<file path="config.mk">
export PLATFORM = sky130hd
export DESIGN_NAME = ps2_mouse_packet_decoder
export DESIGN_NICKNAME = d
export VERILOG_FILES = /design/src/rtl/ps2md_pkg.sv /design/src/rtl/ps2md_step.sv /design/src/rtl/ps2_mouse_packet_decoder.sv
export SDC_FILE = /design/constraint.sdc
export NUM_CORES = 1
export LEC_CHECK = 0
export BUFFER_PORTS_ARGS = -buffer_cell sky130_fd_sc_hd__buf_2
export CAP_MARGIN = 20
export CELL_PAD_IN_SITES_DETAIL_PLACEMENT = 0
export CELL_PAD_IN_SITES_GLOBAL_PLACEMENT = 1
export CORE_ASPECT_RATIO = 1.1
export CORE_MARGIN = 3
export CORE_UTILIZATION = 43
export CTS_CLUSTER_DIAMETER = 120
export DETAILED_ROUTE_END_ITERATION = 10
export PLACE_DENSITY = 0.84
export REMOVE_ABC_BUFFERS = 1
export SLEW_MARGIN = 20
export SYNTH_ARGS = -nofsm -noshare
export SYNTH_HDL_FRONTEND = slang
export SYNTH_HIERARCHICAL = 1
export SYNTH_SLANG_ARGS = --single-unit
</file>
<file path="constraint.sdc">
create_clock -name clk -period 3.22 [get_ports clk]
set_input_delay 0 -clock clk [delete_from_list [all_inputs] [get_ports clk]]
set_output_delay 0 -clock clk [all_outputs]
set_load 0.02 [all_outputs]
</file>
<file path="src/rtl/ps2md_pkg.sv">
// Shared types, codes and arithmetic helpers for the PS/2 mouse packet decoder.
package ps2md_pkg;

  localparam int ACC_WIDTH = 16;

  typedef enum logic [1:0] {
    OP_BYTE  = 2'd0,
    OP_READ  = 2'd1,
    OP_OPEN  = 2'd2,
    OP_CLOSE = 2'd3
  } op_t;

  localparam logic [1:0] PHASE_FIRST = 2'd0;
  localparam logic [1:0] PHASE_X     = 2'd1;
  localparam logic [1:0] PHASE_Y     = 2'd2;

  localparam logic KIND_EVENT  = 1'b0;
  localparam logic KIND_REPORT = 1'b1;

  localparam logic [2:0] BTN_MASK     = 3'h7;
  localparam logic [7:0] SYNC_BIT     = 8'h08;
  localparam logic [7:0] EVENT_FLAG   = 8'h80;
  localparam logic [7:0] MOTION_MIN   = 8'h80;
  localparam logic [7:0] MOTION_FLOOR = 8'h81;

  localparam logic signed [ACC_WIDTH-1:0] CLAMP_POS = ACC_WIDTH'(127);
  localparam logic signed [ACC_WIDTH-1:0] CLAMP_NEG = -CLAMP_POS;

  typedef struct packed {
    logic                        is_open;
    logic [1:0]                  byte_phase;
    logic [7:0]                  first_byte;
    logic signed [7:0]           delta_x;
    logic [5:0]                  button_status;
    logic signed [ACC_WIDTH-1:0] accum_x;
    logic signed [ACC_WIDTH-1:0] accum_y;
  } dec_state_t;

  typedef struct packed {
    logic              kind;
    logic [7:0]        status_byte;
    logic signed [7:0] x_motion;
    logic signed [7:0] y_motion;
  } dec_result_t;

  // Fold -128 onto -127.
  function automatic logic signed [7:0] motion_of(input logic [7:0] b);
    if (b == MOTION_MIN) begin
      motion_of = MOTION_FLOOR;
    end else begin
      motion_of = b;
    end
  endfunction

  // Signed add that saturates at the accumulator range.
  function automatic logic signed [ACC_WIDTH-1:0] sat_add(
    input logic signed [ACC_WIDTH-1:0] acc,
    input logic signed [7:0]           d
  );
    logic signed [ACC_WIDTH:0] s;
    s = {acc[ACC_WIDTH-1], acc} + {{(ACC_WIDTH-7){d[7]}}, d};
    if (s[ACC_WIDTH] != s[ACC_WIDTH-1]) begin
      sat_add = s[ACC_WIDTH] ? {1'b1, {(ACC_WIDTH-1){1'b0}}}
                             : {1'b0, {(ACC_WIDTH-1){1'b1}}};
    end else begin
      sat_add = s[ACC_WIDTH-1:0];
    end
  endfunction

  function automatic logic signed [7:0] clamp127(input logic signed [ACC_WIDTH-1:0] v);
    if (v > CLAMP_POS) begin
      clamp127 = CLAMP_POS[7:0];
    end else if (v < CLAMP_NEG) begin
      clamp127 = CLAMP_NEG[7:0];
    end else begin
      clamp127 = v[7:0];
    end
  endfunction

endpackage

</file>
<file path="src/rtl/ps2md_step.sv">
// Next-state and result logic for one decoder transaction.
module ps2md_step (
  input  ps2md_pkg::dec_state_t  cur,
  input  ps2md_pkg::op_t         op,
  input  logic [7:0]             data_byte,
  output ps2md_pkg::dec_state_t  nxt,
  output logic                   res_valid,
  output ps2md_pkg::dec_result_t res
);

  logic              [2:0] nb;
  logic              [2:0] chg;
  logic signed       [7:0] dy;

  always_comb begin
    nxt       = cur;
    res_valid = 1'b0;
    res       = '0;
    nb        = {cur.first_byte[0], cur.first_byte[2:1]};
    chg       = (nb ^ cur.button_status[2:0]) & ps2md_pkg::BTN_MASK;
    dy        = ps2md_pkg::motion_of(data_byte);

    unique case (op)
      ps2md_pkg::OP_READ: begin
        res_valid            = 1'b1;
        res.kind             = ps2md_pkg::KIND_REPORT;
        res.status_byte      = {1'b0, (cur.accum_x != '0) || (cur.accum_y != '0),
                                cur.button_status};
        res.x_motion         = ps2md_pkg::clamp127(cur.accum_x);
        res.y_motion         = ps2md_pkg::clamp127(cur.accum_y);
        nxt.accum_x          = '0;
        nxt.accum_y          = '0;
        nxt.button_status    = {3'b000, cur.button_status[2:0]};
      end
      ps2md_pkg::OP_OPEN: begin
        if (!cur.is_open) begin
          nxt.is_open       = 1'b1;
          nxt.button_status = '0;
          nxt.accum_x       = '0;
          nxt.accum_y       = '0;
          nxt.byte_phase    = ps2md_pkg::PHASE_FIRST;
        end
      end
      ps2md_pkg::OP_CLOSE: begin
        nxt.is_open = 1'b0;
      end
      ps2md_pkg::OP_BYTE: begin
        if (cur.is_open) begin
          case (cur.byte_phase)
            ps2md_pkg::PHASE_FIRST: begin
              nxt.first_byte = data_byte;
              if ((data_byte & ps2md_pkg::SYNC_BIT) != '0) begin
                nxt.byte_phase = ps2md_pkg::PHASE_X;
              end
            end
            ps2md_pkg::PHASE_X: begin
              nxt.delta_x    = ps2md_pkg::motion_of(data_byte);
              nxt.byte_phase = ps2md_pkg::PHASE_Y;
            end
            ps2md_pkg::PHASE_Y: begin
              nxt.button_status = {cur.button_status[5:3] | chg, nb};
              nxt.byte_phase    = ps2md_pkg::PHASE_FIRST;
              if ((cur.delta_x != '0) || (dy != '0) || (chg != '0)) begin
                nxt.accum_x     = ps2md_pkg::sat_add(cur.accum_x, cur.delta_x);
                nxt.accum_y     = ps2md_pkg::sat_add(cur.accum_y, dy);
                res_valid       = 1'b1;
                res.kind        = ps2md_pkg::KIND_EVENT;
                res.status_byte = ps2md_pkg::EVENT_FLAG | {5'b00000, nb ^ ps2md_pkg::BTN_MASK};
                res.x_motion    = cur.delta_x;
                res.y_motion    = dy;
              end
            end
            default: begin
              // Unused phase: consume the byte and resync.
              nxt.byte_phase = ps2md_pkg::PHASE_FIRST;
            end
          endcase
        end
      end
      default: begin
        nxt = cur;
      end
    endcase
  end

endmodule

</file>
<file path="src/rtl/ps2_mouse_packet_decoder.sv">
// Top level of the PS/2 mouse three-byte packet decoder.
//
// The decoder takes one transaction per cycle on the s_ side: a command in
// s_tuser (device byte, read report, open, close) and, for device bytes, the
// mouse byte in s_tdata. While open it frames button/X/Y packets, drops a
// first byte whose sync bit (bit 3) is clear, folds -128 motion to -127,
// reorders the buttons to right/middle/left, keeps sticky change bits and
// adds the motion of each non-quiet packet to two saturating signed
// accumulators. A packet with motion or a button change yields an event on
// the m_ side; a read yields a report with the status, a movement bit and
// the accumulated motion clamped to +/-127, then clears the accumulators and
// the change bits. An accepted transaction lands in the input register and
// is decoded from there straight into the result register, which presents
// its result on the m_ side. One transaction is taken every cycle as long
// as the m_ side keeps taking results. The result register holds a pending
// result while the input register still takes the next transaction.
module ps2_mouse_packet_decoder (
  input  logic        clk,
  input  logic        rst,
  input  logic        s_tvalid,
  output logic        s_tready,
  input  logic [7:0]  s_tdata,   // [7:0] data_byte
  input  logic [1:0]  s_tuser,   // [1:0] op
  output logic        m_tvalid,
  input  logic        m_tready,
  output logic [23:0] m_tdata,   // [7:0] status_byte, [15:8] x_motion, [23:16] y_motion
  output logic        m_tuser    // [0] kind
);

  // Input register.
  logic                  in_vld;
  ps2md_pkg::op_t        in_op;
  logic [7:0]            in_data;

  // Decoder state.
  ps2md_pkg::dec_state_t st;
  ps2md_pkg::dec_state_t st_next;

  logic                  res_valid;
  ps2md_pkg::dec_result_t res;
  logic                  advance;

  // The decode stage moves whenever the result register is free or drained.
  assign advance  = !m_tvalid || m_tready;
  assign s_tready = !in_vld || advance;

  always_ff @(posedge clk) begin
    if (rst) begin
      in_vld <= 1'b0;
    end else if (s_tready) begin
      in_vld <= s_tvalid;
    end
    if (s_tready) begin
      in_op   <= ps2md_pkg::op_t'(s_tuser);
      in_data <= s_tdata;
    end
  end

  ps2md_step u_step (
    .cur       (st),
    .op        (in_op),
    .data_byte (in_data),
    .nxt       (st_next),
    .res_valid (res_valid),
    .res       (res)
  );

  // Commit state and load the result register as the held transaction leaves.
  always_ff @(posedge clk) begin
    if (rst) begin
      st       <= '0;
      m_tvalid <= 1'b0;
    end else if (advance) begin
      m_tvalid <= in_vld && res_valid;
      if (in_vld) begin
        st <= st_next;
      end
    end
    if (advance && in_vld && res_valid) begin
      m_tuser <= res.kind;
      m_tdata <= {res.y_motion, res.x_motion, res.status_byte};
    end
  end

`ifndef SYNTHESIS
  // A read always leaves both accumulators cleared.
  a_read_clears: assert property (@(posedge clk) disable iff (rst)
    (advance && in_vld && in_op == ps2md_pkg::OP_READ) |=>
      (st.accum_x == '0 && st.accum_y == '0 && st.button_status[5:3] == 3'b000))
    else $error("read did not clear accumulators or change bits");

  // A device byte while closed changes nothing.
  a_closed_hold: assert property (@(posedge clk) disable iff (rst)
    (advance && in_vld && in_op == ps2md_pkg::OP_BYTE && !st.is_open) |=>
      $stable(st))
    else $error("state changed on a byte while closed");

  // Events carry the event flag in the status.
  a_event_flag: assert property (@(posedge clk) disable iff (rst)
    (m_tvalid && m_tuser == ps2md_pkg::KIND_EVENT) |-> m_tdata[7])
    else $error("event without its flag bit");

  // No result ever carries -128 motion.
  a_no_min_motion: assert property (@(posedge clk) disable iff (rst)
    m_tvalid |-> (m_tdata[15:8] != ps2md_pkg::MOTION_MIN &&
                  m_tdata[23:16] != ps2md_pkg::MOTION_MIN))
    else $error("motion of -128 on output");
`endif

endmodule
</file>
==> results of run 1 <==
## flip-flops by register name, summed over array words and instances (netlist names)
register  flops
in_data       8
m_tuser       1
in_vld        1
in_op         2
st           52
m_tvalid      1
m_tdata      24
## metal layers
metal | up-vias | wire length (um) | global-route usage (%)
met1 | 2711 | 7290 | 26.0
met5 | - | 0 | 0
met3 | 26 | 552 | 1.80
met2 | 124 | 8210 | 34.6
li1 | 2757 | - | -
met4 | 0 | 326 | 6.58
## worst max-delay path, cell delays in order (launching register included)
cell       delay [ps]
edfxtp_1          390
or4_4             560
nor4_4            200
a21oi_2           120
inv_2              90
ha_4              140
fa_2              230
o21ai_4            80
a21oi_2           160
a211oi_2           80
o211ai_1          150
buf_4             190
a221oi_4           70
xor2_2            190
a2111oi_0         340
o21ai_1           110
nand2b_1           80
mux2i_1            60
## stage by stage
| step | hold WS (ps) | power [mW] | instances |
|---|---|---|---|
| final | 34.4 | 2.44 | 991 |
| after global routing | 29.6 | 2.52 | 991 |
| after CTS | 19.2 | 2.45 | 988 |
| after detailed placement | 179 | 1.41 | 956 |
| after global placement | 180 | 1.40 | 956 |
| after floorplan | 72.4 | 1.34 | 688 |
## power by group
| part | internal (mW) | leakage (nW) | switching (mW) | total [mW] |
|---|---|---|---|---|
| Combinational | 0.0916 | 2.04 | 0.122 | 0.213 |
| Sequential | 1.18 | 0.774 | 0.0125 | 1.19 |
| Clock | 0.547 | 0.146 | 0.486 | 1.03 |
| Total | 1.82 | 2.96 | 0.620 | 2.44 |
## layout make-up
class | instances | area (um^2) | share of cell area [%]
clock inverters | 7 | 71.3 | 0.941
multi-input cells | 584 | 4170 | 55.0
inverters | 15 | 56.3 | 0.743
flip-flops and latches | 89 | 2130 | 28.2
well taps | 192 | 240 | 3.17
repair buffers | 95 | 681 | 8.98
clock buffers | 9 | 225 | 2.97
## final timing paths
kind              start        to  slack, ps  depth (start not counted)
max          in_data[3]    st[13]       -150                         17
min            m_tready  m_tvalid         30                          4
max reg2reg  in_data[3]    st[13]       -150                         17
min reg2reg      st[36]    st[36]        500                          2
## what timing repair did
action	in CTS	in global routing
hold buffers	11	0
gates resized for setup	17	16
pin swaps	9	9
hold endpoints to repair	11	0
setup buffers	4	3
gates cloned	1	0
endpoints found under the setup margin	29	28
==> results.toml, run 1 <==
[outcome]
violations = "setup timing"
status = "complete, but fails checks"

[placed_design]
place_area_um2 = 6970
place.gp.congestion = 0.876
port_buffers = 40
dp_hpwl_um = 11700
place_ws_ps = -381

[die]
start_util_pct = 44.4
die_h_um = 135
io_pins = 41
rows = 46
core_um2 = 14600
die_w_um = 123
dieArea_um2 = 16600

[drt]
drc = 0
drtAntennaViolNets = 0
via_count = 5618
drt_iter0_markers = 372
drtPass1Iterations = 5
wirelength_um = 16400
wl_per_cell_um = 16.5
vias_per_cell = 5.67

[sta]
setup_violations = 15
hold_viol = 0
slew_headroom_pct = 27.7
finalCritPeriodShare_pct = 105
finalClockSkew_ps = 9.49
slew_violations = 0
setup_ws_ps = -146
rsz0062_at_grt = "yes"
timing.fmax_ghz = 0.297
finalCriticalPeriod_ps = 3370
worst_pin_slew_ps = 1070
final.setup.tns_ps = -1050

[final_layout]
drive_gt1_share_pct = 20.4
fillers = 1346
layout_common_cells = "107 x nand2b_1, 54 x nand2_1, 53 x mux2i_1, 52 x dfxtp_1, 50 x nor2_1"
diodes = 0
layout.nets = 841
post-route-util_pct = 51.9
fin_area_um2 = 7580
final_common_cell = "nand2b_1"
area_growth_pct = 16.7

[clock_network]
htreeDepth = 3
clk_pin_slew_ps = 70
cts_tree = "yes"
cts_sinks = 89
cts_buffer_depth = 2
cts-root-buf = "clkbuf_16"
cts_buffers = 9
clk_latency_ps = 340

[critical_path]
path_class = "flop to flop"
cp.arrival_ps = 3580
cp-start-kind = "flop"
required_ps = 3440
critPathMaxFanout = 3
end_kind = "flop"

[pwr]
power.density_nw_per_um2 = 322
ir_worst_vdd_mv = 0.230
p_leak_nw = 2.96

[synthesis]
synth_warnings = 6
synthesis.instances = 724
synth_area_um2 = 6500
syn_avg_cell_area_um2 = 8.97

[global_route]
grt.total_usage_pct = 20.0
grt_max_degree = 81
overflow = 0
antenna_found_initial = 0
grt_pass1_vias = 5588
grt_pass1_wl_um = 26900

[min_path]
hold_path.class = "input pin to flop"

[flow_run]
max_cap_viol_count = 0
No activity file was read; power rests on OpenSTA's default activity.
==> inputs of run 2 (changes only) <==
--- a/config.mk
+++ b/config.mk
@@ -7,11 +7,9 @@
 export LEC_CHECK = 0
 export BUFFER_PORTS_ARGS = -buffer_cell sky130_fd_sc_hd__buf_2
 export CAP_MARGIN = 20
-export CELL_PAD_IN_SITES_DETAIL_PLACEMENT = 0
-export CELL_PAD_IN_SITES_GLOBAL_PLACEMENT = 1
 export CORE_ASPECT_RATIO = 1.1
 export CORE_MARGIN = 3
-export CORE_UTILIZATION = 43
+export CORE_UTILIZATION = 56
 export CTS_CLUSTER_DIAMETER = 120
 export DETAILED_ROUTE_END_ITERATION = 10
 export PLACE_DENSITY = 0.84
==> results.toml, run 2 (same netlist as run 1, synthesis figures left out) <==
[global_route]
grt_busiest_layer = "met2"
grt.total_usage_pct = 28.2
grt_util_met1_pct = 35.0
grt_use_met3_pct = 4.61
grt_pass1_vias = 5848
overflow = 0
antenna_found_initial = 0
gr-usage-met2_pct = 47.3
grt_max_degree = 86
grt_pass1_wl_um = 29000

[min_path]
holdPathStages = 2
hold_path.class = "input pin to flop"
worstHoldStart = "rst"
min_delay_worst_endpoint = "m_tvalid"

[drt]
drc = 0
drt_iter0_markers = 561
via_count = 6107
wl_per_cell_um = 18.9
vias_per_cell = 6.38
drtAntennaViolNets = 0
drtPass1Iterations = 6
wirelength_um = 18100

[clock_network]
clk_pin_slew_ps = 80
cts_buffers = 9
cts_buffer_depth = 2
cts-root-buf = "clkbuf_16"
cts_tree = "yes"
cts_sinks = 89
clk_latency_ps = 360
htreeDepth = 3

[sta]
finalClockSkew_ps = 12.7
timing.fmax_ghz = 0.288
rsz0062_at_grt = "yes"
setup_ws_ps = -249
setup_violations = 15
slew_violations = 0
slew_headroom_pct = 30.4
hold_viol = 0
finalCritPeriodShare_pct = 108
worst_pin_slew_ps = 1030
finalCriticalPeriod_ps = 3470

[final_layout]
reg_top3 = "st (52), m_tdata (24), in_data (8)"
layout.nets = 852
drive_gt1_share_pct = 21.6
fin_area_um2 = 7660
diodes = 0
largest_reg_flops = 52
final_common_cell = "nand2b_1"
layout_common_cells = "107 x nand2b_1, 55 x nand2_1, 55 x mux2i_1, 52 x dfxtp_1, 50 x nor2_1"
fillers = 811
regMostFlops = "st"
area_growth_pct = 17.9
fin_cells = 957
post-route-util_pct = 68.9

[die]
core_um2 = 11100
die_w_um = 109
start_util_pct = 58.5
die_h_um = 119
io_pins = 41
dieArea_um2 = 12900
rows = 40

[critical_path]
cp.arrival_ps = 3750
ff2ff_setup_slack_ps = -250
critPathMaxFanout = 6
path_class = "flop to flop"
end_kind = "flop"
r2r_cells = 18
cp-start-kind = "flop"
r2r-start = "in_data[2]"
timing.rr.end = "st[8]"
required_ps = 3500

[placed_design]
place_inst = 908
place_ws_ps = -315
dp_hpwl_um = 11100
place.gp.congestion = 0.979
port_buffers = 40
place_area_um2 = 6910

[outcome]
violations = "setup timing"
status = "complete, but fails checks"

[pwr]
ir_worst_vdd_mv = 0.220
p_leak_nw = 3.04
power.density_nw_per_um2 = 334
power_mw = 2.56

[flow_run]
max_cap_viol_count = 0
run 2: worst max-delay path by stage:
stage               startpoint  endpoint  slack (ps)
floorplan             m_tvalid     st[0]       -1070
global placement    in_data[2]    st[13]        -150
detailed placement  in_data[2]    st[13]        -310
CTS                 in_data[3]     st[4]        -100
global route        in_data[3]    st[13]        -370
finish              in_data[2]     st[8]        -250
run 2: final cells by class:
cell class | count | area [um^2] | area share, %
Multi-Input combinational cell | 584 | 4190 | 54.8
Sequential cell | 89 | 2130 | 27.9
Timing Repair Buffer | 106 | 777 | 10.1
Clock buffer | 9 | 225 | 2.94
Tap cell | 147 | 184 | 2.40
Clock inverter | 7 | 85.1 | 1.11
Inverter | 15 | 56.3 | 0.735
run 2: worst max-delay path: stages (launching register included):
cell and delay, ps:
edfxtp_1 450, or4_4 520, nor4_4 210, a21oi_2 130, inv_2 90, ha_4 150, fa_2 210, o21ai_2 70
a21oi_2 170, a211oi_2 90, o211ai_1 160, buf_4 190, a221oi_4 70, xor2_2 230, buf_6 170, nor2_1 50
o21ai_1 180, nand2b_1 100, mux2i_1 150
run 2: what timing repair did:
| item | CTS | global route |
|---|---|---|
| pin swaps | 21 | 11 |
| setup buffers | 18 | 6 |
| endpoints found under the setup margin | 29 | 32 |
| endpoints found under the hold margin | 12 | 0 |
| resized for setup | 29 | 9 |
| hold buffers | 12 | 0 |
| cloned | 1 | 0 |
run 2: per-layer routing:
metal  part of all wire [%]  vias up
met5                      0        -
met4                    4.8        0
met3                    8.5       93
met2                     49      356
met1                     38     2867
li1                       -     2791
run 2: per-stage QoR:
stage	hold WS (ps)	setup TNS, ps
6_report	152	-2290
3_3_place_gp	178	-1190
2_1_floorplan	72.4	-55570
3_5_place_dp	178	-4570
4_1_cts	335	-963
5_1_grt	222	-4740
run 2: where the power goes:
group | switching, mW | total [mW] | internal (mW)
Sequential | 0.0128 | 1.19 | 1.18
Clock | 0.508 | 1.13 | 0.617
Combinational | 0.133 | 0.239 | 0.105
==> inputs of run 3 (changes only) <==
--- a/config.mk
+++ b/config.mk
@@ -10,12 +10,12 @@
 export CORE_ASPECT_RATIO = 1.1
 export CORE_MARGIN = 3
 export CORE_UTILIZATION = 56
-export CTS_CLUSTER_DIAMETER = 120
 export DETAILED_ROUTE_END_ITERATION = 10
-export PLACE_DENSITY = 0.84
+export PLACE_DENSITY_LB_ADDON = 0.05
 export REMOVE_ABC_BUFFERS = 1
 export SLEW_MARGIN = 20
 export SYNTH_ARGS = -nofsm -noshare
 export SYNTH_HDL_FRONTEND = slang
 export SYNTH_HIERARCHICAL = 1
 export SYNTH_SLANG_ARGS = --single-unit
+export TNS_END_PERCENT = 50
==> results.toml, run 3 (same netlist as run 1, synthesis figures left out) <==
[outcome]
status = "complete, but fails checks"
violations = "setup timing"

[final_layout]
drive_gt1_share_pct = 21.6
final_common_cell = "nand2b_1"
fillers = 913
reg_top3 = "st (52), m_tdata (24), in_data (8)"
regMostFlops = "st"
area_growth_pct = 16.2
layout_common_cells = "107 x nand2b_1, 55 x nand2_1, 54 x mux2i_1, 52 x nor2_1, 45 x buf_4"
seq_area_um2 = 2140
diodes = 0
fin_cells = 948
multi_input_area_um2 = 4170
layout.nets = 843
largest_reg_flops = 52

[critical_path]
cp_num_buf_inv = 3
crit_path_start = "in_data[3]"
required_ps = 3490
cpLargestDelayFamily = "simple AND/OR/NAND/NOR gates"
critPathMaxFanout = 6
end_kind = "flop"
cp.arrival_ps = 3530
cp_cell_sequence = "or4_4, nor4_4, a21oi_2, inv_2, ha_4, fa_2, o21ai_2, a21oi_1, a211oi_1, o211ai_1, buf_4, a221oi_4, xor2_2, buf_6, nor2_1, o22ai_1, nand2b_1, mux2i_1"
cp-start-kind = "flop"
slowest_stage = "or4_4"
r2r-start = "in_data[3]"
max_stage_delay_ps = 540
path_class = "flop to flop"

[sta]
finalCriticalPeriod_ps = 3260
worst_pin_slew_ps = 937
timing.fmax_ghz = 0.307
setup_violations = 4
rsz0062_at_grt = "yes"
hold_viol = 0
setup_ws_ps = -40.8
slew_violations = 0
slew_headroom_pct = 37.6
finalClockSkew_ps = 8.59
final.setup.tns_ps = -105
finalCritPeriodShare_pct = 101

[clock_network]
htreeDepth = 3
clk_pin_slew_ps = 70
cts_tree = "yes"
cts_sinks = 89
cts-root-buf = "clkbuf_16"
clk_latency_ps = 350
cts_buffers = 9
cts_buffer_depth = 2

[placed_design]
place_inst = 911
dp_hpwl_um = 10800
place_ws_ps = -250
place.gp.congestion = 0.897
port_buffers = 40

[min_path]
hold_path.class = "input pin to flop"
worstHoldStart = "m_tready"

[drt]
wl_per_cell_um = 16.9
vias_per_cell = 5.96
drtPass1Iterations = 5
drc = 0
drt_iter0_markers = 295
wirelength_um = 16000
via_count = 5646
drtAntennaViolNets = 0

[pwr]
p_leak_nw = 2.99
power.density_nw_per_um2 = 339
power_mw = 2.55
ir_worst_vdd_mv = 0.327

[die]
rows = 40
start_util_pct = 58.5
core_um2 = 11100
die_h_um = 119
die_w_um = 109
io_pins = 41
dieArea_um2 = 12900

[global_route]
grt.total_usage_pct = 25.6
grt_pass1_wl_um = 26600
overflow = 0
grt_pass1_vias = 5613
antenna_found_initial = 0
grt_max_degree = 79

[flow_run]
max_cap_viol_count = 0
[run 3: changes by cell type in the layout (fill, tap and decap cells not counted), sizes merged]
cell	previous run	this run
buf	94	86
clkinv	1	3
clkinvlp	2	0
bufinv	1	2
dlygate4sd3	12	11
inv	18	17
[run 3: where the power goes]
part / switching (mW) / total, mW / internal [mW]
logic: 0.122 / 0.215 / 0.0932
clock network: 0.461 / 1.15 / 0.687
registers: 0.0120 / 1.19 / 1.18
total: 0.596 / 2.55 / 1.96
[run 3: repair_timing]
action	in CTS	in global routing
gates resized for setup	18	25
endpoints found under the hold margin	11	0
buffers inserted	5	4
hold buffers	11	0
setup endpoints to repair	15	30
cloned	1	0
pin swaps	6	3
[run 3: path summary, 6_finish.rpt]
path,endpoint,slack [ps],cells past startpoint
hold reg to reg,st[36],490,2
hold / removal,m_tvalid,10,4
setup reg to reg,st[2],-40,18
setup / recovery,st[2],-40,18
[run 3: area by class of cell]
cell class | count | area share, %
multi-input cells | 584 | 55.3
clock inverters | 7 | 1.33
well taps | 147 | 2.44
clock buffers | 9 | 2.98
repair buffers | 97 | 8.82
inverters | 15 | 0.746
flip-flops and latches | 89 | 28.4
[run 3: worst register-to-register path, delay by kind of cell, from the launching register on]
kind / cells / cell delay (ps)
simple gates: 4 / 850
compound gates: 7 / 750
buf+inv: 3 / 440
flops: 1 / 400
fa+ha+maj: 2 / 370
xor+xnor: 1 / 230
mux: 1 / 140
[run 3: metal layers]
layer	GRT usage, %	wire length, um	vias up
met5	0	0	-
met4	9.23	399	0
met3	4.23	750	37
met2	41.5	7770	177
met1	34.3	7070	2674
li1	-	-	2758
[run 3: metrics by stage]
step                      hold WS, ps  instance area (um^2)  util (%)
after floorplan                  72.4                  6240         -
after global routing             36.7                  7550      67.9
after detailed placement          178                  6910      62.2
after CTS                        10.5                  7440      67.0
final                            12.1                  7550      67.9
after global placement            178                  6910      62.2
